**config.mk**
```make
export PLATFORM = sky130hd
export DESIGN_NAME = remote_frame_sync_channel_decode_unit
export DESIGN_NICKNAME = d
export VERILOG_FILES = /design/src/design/rfsc_pkg.sv /design/src/design/remote_frame_sync_channel_decode_unit.sv /design/src/design/rfsc_byte_cell.sv /design/src/design/rfsc_scaler.sv
export SDC_FILE = /design/constraint.sdc
export NUM_CORES = 1
export LEC_CHECK = 0
export ABC_AREA = 1
export BUFFER_PORTS_ARGS = -buffer_cell sky130_fd_sc_hd__clkbuf_2
export CAP_MARGIN = 20
export CORE_ASPECT_RATIO = 1.5
export CORE_MARGIN = 2
export CORE_UTILIZATION = 50
export CTS_CLUSTER_SIZE = 24
export DETAILED_ROUTE_END_ITERATION = 7
export PLACE_DENSITY = 0.66
export SETUP_SLACK_MARGIN = 0.1
export SYNTH_ARGS = -nofsm -noshare
export SYNTH_HDL_FRONTEND = slang
export SYNTH_SLANG_ARGS = --single-unit
```
**constraint.sdc**
```tcl
create_clock -name clock -period 26.5 [get_ports clock]
set_input_delay 1.325 -clock clock [delete_from_list [all_inputs] [get_ports clock]]
set_output_delay 1.325 -clock clock [all_outputs]
set_load 0.02 [all_outputs]
```
**src/design/rfsc_pkg.sv**
```systemverilog
// ----------------------------------------------------------------------------
// rfsc_pkg
// Shared types and constants of the remote frame sync channel decoder.
// ----------------------------------------------------------------------------
package rfsc_pkg;

   localparam int FRAME_BYTES  = 34;
   localparam int WINDOW_CELLS = FRAME_BYTES - 1;
   localparam int COUNT_W      = 6;
   localparam int CSR_ADDR_W   = 3;
   localparam int CSR_DATA_W   = 32;

   localparam logic [COUNT_W-1:0] COUNT_FULL    = COUNT_W'(FRAME_BYTES);
   localparam logic [COUNT_W-1:0] COUNT_PRE_END = COUNT_W'(FRAME_BYTES - 1);

   localparam logic [7:0] HEADER_RESET  = 8'h0f;
   localparam logic [7:0] TRAILER_RESET = 8'h00;

   localparam logic REG_HEADER  = 1'b0;
   localparam logic REG_TRAILER = 1'b1;

   // Scaling (raw - 992) * 100 / 820 reduces to (raw - 992) * 5 / 41.
   // The division by 41 is a multiply by ceil(2^25 / 41) and a shift,
   // exact for every magnitude below 2^19.
   localparam logic signed [17:0] RAW_CENTER  = 18'sd992;
   localparam logic [19:0]        RECIP_MUL   = 20'd818401;
   localparam int                 RECIP_SHIFT = 25;

   typedef struct packed {
      logic [3:0] index;
      logic       last;
   } rfsc_tag_type;

endpackage

```
**src/design/remote_frame_sync_channel_decode_unit.sv**
```systemverilog
// ----------------------------------------------------------------------------
// remote_frame_sync_channel_decode_unit
// Frame sync and channel decoder for a remote-control serial byte stream.
// ----------------------------------------------------------------------------
// Received bytes arrive on the req_ channel, one byte per transfer, and may
// come in every cycle. They shift through a row of byte cells that hold the
// last 33 bytes. When 34 bytes have arrived since reset or the last frame,
// the oldest byte equals the header register and the incoming byte equals
// the trailer register, the channel pairs are copied into a channel queue.
// The queue then sends one channel per cycle through a two-stage scaler and
// the output register, so the rsp_ channel carries CHANNELS transfers per
// frame, the last one flagged. A stall on rsp_ freezes the scaler and the
// queue. While the queue still drains, req_stall rises only when the next
// byte could complete a frame. Reset clears the fresh byte count, the
// pipeline and the queue, and loads header 0x0f and trailer 0x00. Registers
// sit at csr_ byte address 0 and 4.
// ----------------------------------------------------------------------------
module remote_frame_sync_channel_decode_unit #(
   parameter int CHANNELS = 16
) (
   input  logic                               clock,
   input  logic                               reset,
   input  logic                               req_valid,
   output logic                               req_stall,
   input  logic [7:0]                         req_rx_byte,
   output logic                               rsp_valid,
   input  logic                               rsp_stall,
   output logic [3:0]                         rsp_channel_index,
   output logic signed [13:0]                 rsp_channel_value,
   output logic                               rsp_last_channel,
   input  logic                               csr_psel,
   input  logic                               csr_penable,
   input  logic                               csr_pwrite,
   input  logic [rfsc_pkg::CSR_ADDR_W-1:0]    csr_paddr,
   input  logic [rfsc_pkg::CSR_DATA_W-1:0]    csr_pwdata,
   output logic [rfsc_pkg::CSR_DATA_W-1:0]    csr_prdata,
   output logic                               csr_pready
);
   import rfsc_pkg::*;

   logic [7:0]         header_ff;
   logic [7:0]         trailer_ff;
   logic               csr_write;

   logic [7:0]         win_byte [WINDOW_CELLS];
   logic [COUNT_W-1:0] count_ff;
   logic [COUNT_W-1:0] count_in;
   logic               req_take;
   logic               frame_match;

   logic [15:0]        chan_ff [CHANNELS];
   logic               busy_ff;
   logic [3:0]         emit_idx_ff;
   logic               advance;
   logic               push;
   rfsc_tag_type       push_tag;

   logic               sc_valid;
   logic               sc_neg;
   logic [13:0]        sc_quot;
   rfsc_tag_type       sc_tag;

   logic               rsp_valid_ff;
   logic [3:0]         rsp_index_ff;
   logic signed [13:0] rsp_value_ff;
   logic               rsp_last_ff;

   // Configuration registers.
   assign csr_pready = 1'b1;
   assign csr_write  = csr_psel && csr_penable && csr_pwrite;
   assign csr_prdata = (csr_paddr[2] == REG_TRAILER) ? CSR_DATA_W'(trailer_ff)
                                                     : CSR_DATA_W'(header_ff);

   always_ff @(posedge clock) begin
      if (reset) begin
         header_ff  <= HEADER_RESET;
         trailer_ff <= TRAILER_RESET;
      end else if (csr_write) begin
         unique case (csr_paddr[2])
            REG_HEADER:  header_ff  <= csr_pwdata[7:0];
            REG_TRAILER: trailer_ff <= csr_pwdata[7:0];
            default:     header_ff  <= header_ff;
         endcase
      end
   end

   // Byte window.
   assign req_stall = busy_ff && (count_ff >= COUNT_PRE_END);
   assign req_take  = req_valid && !req_stall;

   for (genvar i = 0; i < WINDOW_CELLS; i++) begin : g_cell
      rfsc_byte_cell u_cell (
         .clock    (clock),
         .shift_en (req_take),
         .byte_in  ((i == WINDOW_CELLS - 1) ? req_rx_byte : win_byte[(i + 1) % WINDOW_CELLS]),
         .byte_out (win_byte[i])
      );
   end

   assign frame_match = req_take && (count_ff >= COUNT_PRE_END)
                        && (win_byte[0] == header_ff) && (req_rx_byte == trailer_ff);

   always_comb begin
      count_in = count_ff;
      if (frame_match) begin
         count_in = '0;
      end else if (req_take && (count_ff < COUNT_FULL)) begin
         count_in = count_ff + COUNT_W'(1);
      end
   end

   always_ff @(posedge clock) begin
      if (reset) begin
         count_ff <= '0;
      end else begin
         count_ff <= count_in;
      end
   end

   // Channel queue.
   assign advance       = !rsp_valid_ff || !rsp_stall;
   assign push          = advance && busy_ff;
   assign push_tag.index = emit_idx_ff;
   assign push_tag.last  = (emit_idx_ff == 4'(CHANNELS - 1));

   always_ff @(posedge clock) begin
      if (reset) begin
         busy_ff     <= 1'b0;
         emit_idx_ff <= '0;
      end else if (frame_match) begin
         busy_ff     <= 1'b1;
         emit_idx_ff <= '0;
      end else if (push) begin
         busy_ff     <= !push_tag.last;
         emit_idx_ff <= emit_idx_ff + 4'd1;
      end
   end

   for (genvar k = 0; k < CHANNELS; k++) begin : g_chan
      always_ff @(posedge clock) begin
         if (frame_match) begin
            chan_ff[k] <= {win_byte[1 + 2 * k], win_byte[2 + 2 * k]};
         end else if (push) begin
            chan_ff[k] <= chan_ff[(k + 1) % CHANNELS];
         end
      end
   end

   rfsc_scaler u_scaler (
      .clock     (clock),
      .reset     (reset),
      .advance   (advance),
      .in_valid  (push),
      .in_raw    (chan_ff[0]),
      .in_tag    (push_tag),
      .out_valid (sc_valid),
      .out_neg   (sc_neg),
      .out_quot  (sc_quot),
      .out_tag   (sc_tag)
   );

   // Output register.
   always_ff @(posedge clock) begin
      if (reset) begin
         rsp_valid_ff <= 1'b0;
      end else if (advance) begin
         rsp_valid_ff <= sc_valid;
      end
   end

   always_ff @(posedge clock) begin
      if (advance) begin
         rsp_index_ff <= sc_tag.index;
         rsp_last_ff  <= sc_tag.last;
         rsp_value_ff <= sc_neg ? -$signed(sc_quot) : $signed(sc_quot);
      end
   end

   assign rsp_valid         = rsp_valid_ff;
   assign rsp_channel_index = rsp_index_ff;
   assign rsp_channel_value = rsp_value_ff;
   assign rsp_last_channel  = rsp_last_ff;

endmodule

```
**src/design/rfsc_byte_cell.sv**
```systemverilog
// ----------------------------------------------------------------------------
// rfsc_byte_cell
// One byte of the receive window; takes its neighbor's byte on each shift.
// ----------------------------------------------------------------------------
module rfsc_byte_cell (
   input  logic       clock,
   input  logic       shift_en,
   input  logic [7:0] byte_in,
   output logic [7:0] byte_out
);

   logic [7:0] byte_ff;

   always_ff @(posedge clock) begin
      if (shift_en) begin
         byte_ff <= byte_in;
      end
   end

   assign byte_out = byte_ff;

endmodule

```
**src/design/rfsc_scaler.sv**
```systemverilog
// ----------------------------------------------------------------------------
// rfsc_scaler
// Two-stage pipeline that centers and scales one raw channel value.
// ----------------------------------------------------------------------------
module rfsc_scaler (
   input  logic                  clock,
   input  logic                  reset,
   input  logic                  advance,
   input  logic                  in_valid,
   input  logic [15:0]           in_raw,
   input  rfsc_pkg::rfsc_tag_type in_tag,
   output logic                  out_valid,
   output logic                  out_neg,
   output logic [13:0]           out_quot,
   output rfsc_pkg::rfsc_tag_type out_tag
);
   import rfsc_pkg::*;

   logic signed [17:0] diff;
   logic [16:0]        abs_diff;
   logic [18:0]        mag_in;
   logic [38:0]        prod;

   logic               s1_valid_ff;
   logic               s1_neg_ff;
   logic [18:0]        s1_mag_ff;
   rfsc_tag_type       s1_tag_ff;

   logic               s2_valid_ff;
   logic               s2_neg_ff;
   logic [13:0]        s2_quot_ff;
   rfsc_tag_type       s2_tag_ff;

   always_comb begin
      diff     = $signed({2'b00, in_raw}) - RAW_CENTER;
      abs_diff = diff[17] ? 17'(-diff) : 17'(diff);
      mag_in   = {abs_diff, 2'b00} + 19'(abs_diff);
      prod     = 39'(s1_mag_ff) * 39'(RECIP_MUL);
   end

   always_ff @(posedge clock) begin
      if (reset) begin
         s1_valid_ff <= 1'b0;
         s2_valid_ff <= 1'b0;
      end else if (advance) begin
         s1_valid_ff <= in_valid;
         s2_valid_ff <= s1_valid_ff;
      end
   end

   always_ff @(posedge clock) begin
      if (advance) begin
         s1_neg_ff  <= diff[17];
         s1_mag_ff  <= mag_in;
         s1_tag_ff  <= in_tag;
         s2_neg_ff  <= s1_neg_ff;
         s2_quot_ff <= prod[RECIP_SHIFT +: 14];
         s2_tag_ff  <= s1_tag_ff;
      end
   end

   assign out_valid = s2_valid_ff;
   assign out_neg   = s2_neg_ff;
   assign out_quot  = s2_quot_ff;
   assign out_tag   = s2_tag_ff;

endmodule

```
After elaboration in Yosys (flattened, before gate mapping)
Memory sizes are Yosys's and may differ from the RTL's.
Index checks and enable logic that the tools add are counted.
{ "word_totals": {"memories": 1, "wordCells": 126, "output_inout_bits": 54, "ram_bits": 256, "regBits": 358, "inputBits": 50} }
{ "mem_list": {"columns": ["name", "words", "word_bits", "rd", "rd_ports_with_merged_regs", "wr", "line", "rtl"], "rows": [
  ["chan_ff", 16, 16, 16, 0, 16, "remote_frame_sync_channel_decode_unit.sv:51", "logic [15:0] chan_ff [CHANNELS];"]
]} }
{ "op_classes": {"n_reduce_logical": 18, "mux": 26, "addsub": 6, "n_mul": 1, "n_bitwise": 17, "n_eq_ne": 3, "order_cmp": 2} }
{ "op_table": {"columns": ["operator", "n"], "rows": [
  ["$mux W16", 16],
  ["$mul A19 B20 Y39 const B", 1],
  ["$add A19 B17 Y19", 1],
  ["$mux W17", 1],
  ["$neg A17 Y17", 1],
  ["$sub A16 B10 Y17 const B", 1],
  ["$eq A8 B8 Y1", 2],
  ["$or A1 B1 Y1", 16],
  ["$mux W14", 1],
  ["$neg A14 Y14", 1],
  ["$logic_and A1 B1 Y1", 9],
  ["$mux W8", 1],
  ["$mux W1", 7],
  ["$add A6 B1 Y6 const B", 1],
  ["$ge A6 B6 Y1 const B", 1],
  ["$lt A6 B6 Y1 const B", 1],
  ["$add A4 B1 Y4 const B", 1],
  ["$eq A4 B4 Y1 const B", 1],
  ["$logic_not A1 Y1", 4],
  ["$reduce_and A2 Y1", 2],
  ["$reduce_bool A2 Y1", 1],
  ["$reduce_or A2 Y1", 1],
  ["$logic_or A1 B1 Y1", 1],
  ["$not A1 Y1", 1]
]} }

Depth between registers and ports, before layout
{ "logic_depth": {"word_depth": 10, "depth_mapped": 25, "depth_no_buf": 25} }

Hierarchy
A second synthesis with hierarchy kept.
{ "unflattened": {"cells_unflattened": 2871, "area_unflattened_um2": 31096.1} }
{ "by_module_without_submodules": {"columns": ["mod", "cells_each", "area_each_um2", "instances", "seq_area_each_um2"], "rows": [
  ["remote_frame_sync_channel_decode_unit", 1449, 13715.7, 1, 8818.5],
  ["rfsc_scaler", 1158, 9452.8, 1, 1391.3],
  ["rfsc_byte_cell", 8, 240.2, 33, 240.2]
]} }

Least setup slack after synthesis
No wires, ideal clock.
{ "synth_timing": {"path_type": "input to register", "from": "input port rsp_stall", "to": "memory chan_ff[0][0], enable pin", "arrival_ns": 7.491, "setup_slack_ns": 17.029, "setup_ns": 1.980, "required_ns": 24.520, "stages": 7, "path_buffers": 2, "cell_sequence": "nand2_1 > inv_2 > nor2_4 > inv_2 > buf_2 > buf_2 > nand2_1"} }
{ "synth_lines": {"columns": ["element", "line", "rtl"], "rows": [
  ["start, declared", "remote_frame_sync_channel_decode_unit.sv:27", "input logic rsp_stall,"],
  ["end, declared", "remote_frame_sync_channel_decode_unit.sv:51", null]
]} }

Final worst setup path
{ "layout_timing": {"from": "register u_scaler.s1_mag_ff[7]", "to": "register u_scaler.s2_quot_ff[9], in the netlist u_scaler.out_quot[9] (data pin)"} }
{ "layout_via": {"elab_chain_len": 1} }
{ "layout_lines": {"columns": ["element", "line", "rtl"], "rows": [
  ["start, declared", "rfsc_scaler.sv:26", "logic [18:0] s1_mag_ff;"],
  ["start signal, assigned", "rfsc_scaler.sv:54", "s1_mag_ff <= mag_in;"],
  ["$mul A19 B20 Y39", "rfsc_scaler.sv:38", "prod = 39'(s1_mag_ff) * 39'(RECIP_MUL);"],
  ["via u_scaler.prod[34]", "rfsc_scaler.sv:22", "logic [38:0] prod;"],
  ["end signal, assigned", "rfsc_scaler.sv:57", "s2_quot_ff <= prod[RECIP_SHIFT +: 14];"],
  ["end, declared", "rfsc_scaler.sv:31", "logic [13:0] s2_quot_ff;"]
]} }
The timed path passes the listed nets, and every way through them passes these cells.
A chain may end at the register's enable or synchronous reset.

==> metrics <==
Fin. Hold Viols 0; layout cells sized above 1 0.0690; initial antenna violation count 1; final RePlAce weighted congestion approximately 0.93; clock sinks 614; Period Utilization, post-route 0.216; top post-synthesis cells by area edfxtp_1, nand2_1, fa_1; r2r endpoint u_scaler.out_quot[9]; R2R Path Start u_scaler.s1_mag_ff[7]; Final setup viols 0; PD cells between 60 and 70 mW/mm^2; Synth Area in Adders 0.148; worst-skew pair later-pin latency 630 ps; Mapped Cells around 2700; Yosys top cell by area edfxtp_1; Pleak approximately 15 nW; vias in the first global route 18922; yosys warns 0; Post-synth top cells nand2_1, edfxtp_1, inv_1; WHS Path Cells 0; DRT Pass-1 Iters 5; Tot Pwr between 0.002 and 0.0025 W; skew final approximately 56 ps; Post-CTS Hold Buffers 0; max-cap violations 0; DRT iter0 DRCs roughly 1100; simple-gate share of the synthesized area 0.159; Final Net Count between 3000 and 4000; die area between 0.06 and 0.07 sq mm; Ports around 100; die height between 300 and 400 um; Worst Hold End g_cell[27].u_cell.byte_out[3]; Post-synth EDFFs ~580; run status complete, no violations; worst relative slew slack 0.135; layout overhead on the synthesized area 8.98%; cell-internal power 0.00164 W; row cnt about 110; post-detail-place hpwl between 40000 and 50000 um; final core occ 0.549; syn avg cell area 11.2 sq um; sequential power share 0.528; Synth Area in Compound Gates 0.0264; min-delay src g_cell[28].u_cell.byte_out[3]; first-pass GRT wire length a little under 100000 um; port bufs 52; pin count of the biggest net entering global routing 242; Cell Chain, Critical Path fa_1, inv_1, fa_1, inv_1, fa_1, fa_1, fa_1, inv_1, fa_1, inv_1, ha_1, nand2_1, o21ai_0, nand2_1, a21oi_1, nor2_1, nand3_1, nand2_1; multiplexer share of the synthesized area 0; count leader, synth nand2_1; postcts setup bufs 0; WP buf/inv 4; Die W between 200 and 250 um; clock share of power 0.373; Core Footprint slightly above 0.06 sq mm; CP Class register to register; post-route minimum period between 5000 and 6000 ps; Final Max Tran Viols 0; Comb pwr share 0.099; wire per inst around 16 um; Worst Tran Pin Value approximately 1300 ps; post-synthesis sequential area ratio 0.592; max incr delay on CP about 650 ps; Root Buffer clkbuf_16; total grt overflow 0; switching power between 0.0005 and 0.0006 W; routed vias/inst just over 5; flop2flop setup slack between 20000 and 25000 ps; Synth top area share 0.573; Crit path required time around 27000 ps; CP startpoint kind register; CP Max Fanout 7; GR Util All Layers 0.193; largest family of logic cells by synthesized area simple AND/OR/NAND/NOR gates; post-synth cell types 45; ANT nets after route 0; initial core utilization 0.503; Critical Path AT just over 6000 ps; Clock Path Buffers 3; worst hold path class register to register; Yosys reg bits 614; CTS HTree Levels 2; Async SR Flop Fraction 0; final WL around 59000 um; switch share 0.241; # DRC 0; delay-heaviest family, CP adder cells; RSZ-0062 raised after global routing false; Syn Std Cell Area ~0.031 sq mm; Post-Synth XOR/XNOR Area 0.0180; Setup Total Neg Slack 0 ps; post_cts resized 0; Slowest cell on crit path fa_1; ys flop type edfxtp_1; cts bufs inserted 57; worst setup margin approximately 21000 ps; dpl ws approximately 21000 ps; CP endpoint kind register; R2R cell count 18; CTS tree done; Vias between 15000 and 20000; maximum vdd drop approximately 0.048 mV; f_max roughly 0.18 GHz; n_diodes 0; Worst-path clk slew roughly 70 ps; Critical Path Most Common Cell fa_1
## worst max-delay path by stage
stage / cells past startpoint / from / to
2_1_floorplan: 7 / rsp_stall / chan_ff[0][0]
3_3_place_gp: 18 / u_scaler.s1_mag_ff[7] / u_scaler.out_quot[11]
3_5_place_dp: 21 / u_scaler.s1_mag_ff[7] / u_scaler.out_quot[12]
4_1_cts: 21 / u_scaler.s1_mag_ff[7] / u_scaler.out_quot[12]
5_1_grt: 19 / u_scaler.s1_mag_ff[16] / u_scaler.out_quot[11]
6_report: 18 / u_scaler.s1_mag_ff[7] / u_scaler.out_quot[9]
## per-stage QoR
step | area [sq um] | hold WS (ps) | cells
global route | 33400 | 426 | 3632
floorplan | 30700 | 400 | 2766
detailed placement | 31500 | 406 | 3529
CTS | 33400 | 400 | 3632
global placement | 31500 | 405 | 3529
finish | 33400 | 408 | 3632
## layer usage
layer  wire (um)  global-route usage  vias up
li1            -                   -     8996
met4        2300              0.0774        0
met5           0                   0        -
met3        2170              0.0249      125
met1       24900               0.244     8957
met2       30000               0.336      363
## power groups by stage
stage          combinational (W)  sequential (W)  clock, W
2_1_floorplan           0.000151         0.00116         0
3_3_place_gp            0.000213         0.00116         0
3_5_place_dp            0.000215         0.00116         0
4_1_cts                 0.000217         0.00114  0.000826
5_1_grt                 0.000247         0.00114  0.000861
6_report                0.000214         0.00114  0.000804
## kinds of logic (layout without fill, tap and decap cells)
logic type,count (synthesis),count (layout)
xor+xnor,62,62
other cells,2,26
simple gates,1212,1212
buf+inv,404,479
fa+ha+maj,294,294
flops,614,614
compound gates,154,154
## layout make-up
cell class              instances  area, sq um
fillers                      5265        27500
multi-input cells            1748        10900
repair buffers                 59          338
clock inverters                36          345
inverters                     317         1210
well taps                     791          990
flip-flops and latches        614        18100
clock buffers                  67         1490
## placed cells by master (no fill, tap or decap), drive strengths merged, types with 6 or more instances in the layout
| cell | count |
|---|---|
| ha | 180 |
| clkbuf | 119 |
| edfxtp | 584 |
| buf | 7 |
| nand2 | 999 |
| fa | 114 |
| nor3 | 13 |
| a21oi | 67 |
| nor4 | 6 |
| xor2 | 51 |
| inv | 318 |
| or2 | 8 |
| dfxtp | 30 |
| conb | 26 |
| xnor2 | 11 |
| nand4 | 9 |
| nor2 | 119 |
| clkinv | 29 |
| nand3 | 54 |
| o21ai | 73 |
## registers in the layout, summed over array words and instances (netlist names), 4 cells and up
name	flops
u_scaler.out_tag	5
u_scaler.s1_mag_ff	19
chan_ff	256
u_scaler.out_quot	14
u_scaler.s1_tag_ff	5
trailer_ff	8
header_ff	8
rsp_channel_value	14
emit_idx_ff	4
rsp_channel_index	4
g_cell.u_cell.byte_out	264
count_ff	6
Power figures use the tool's default switching activity.
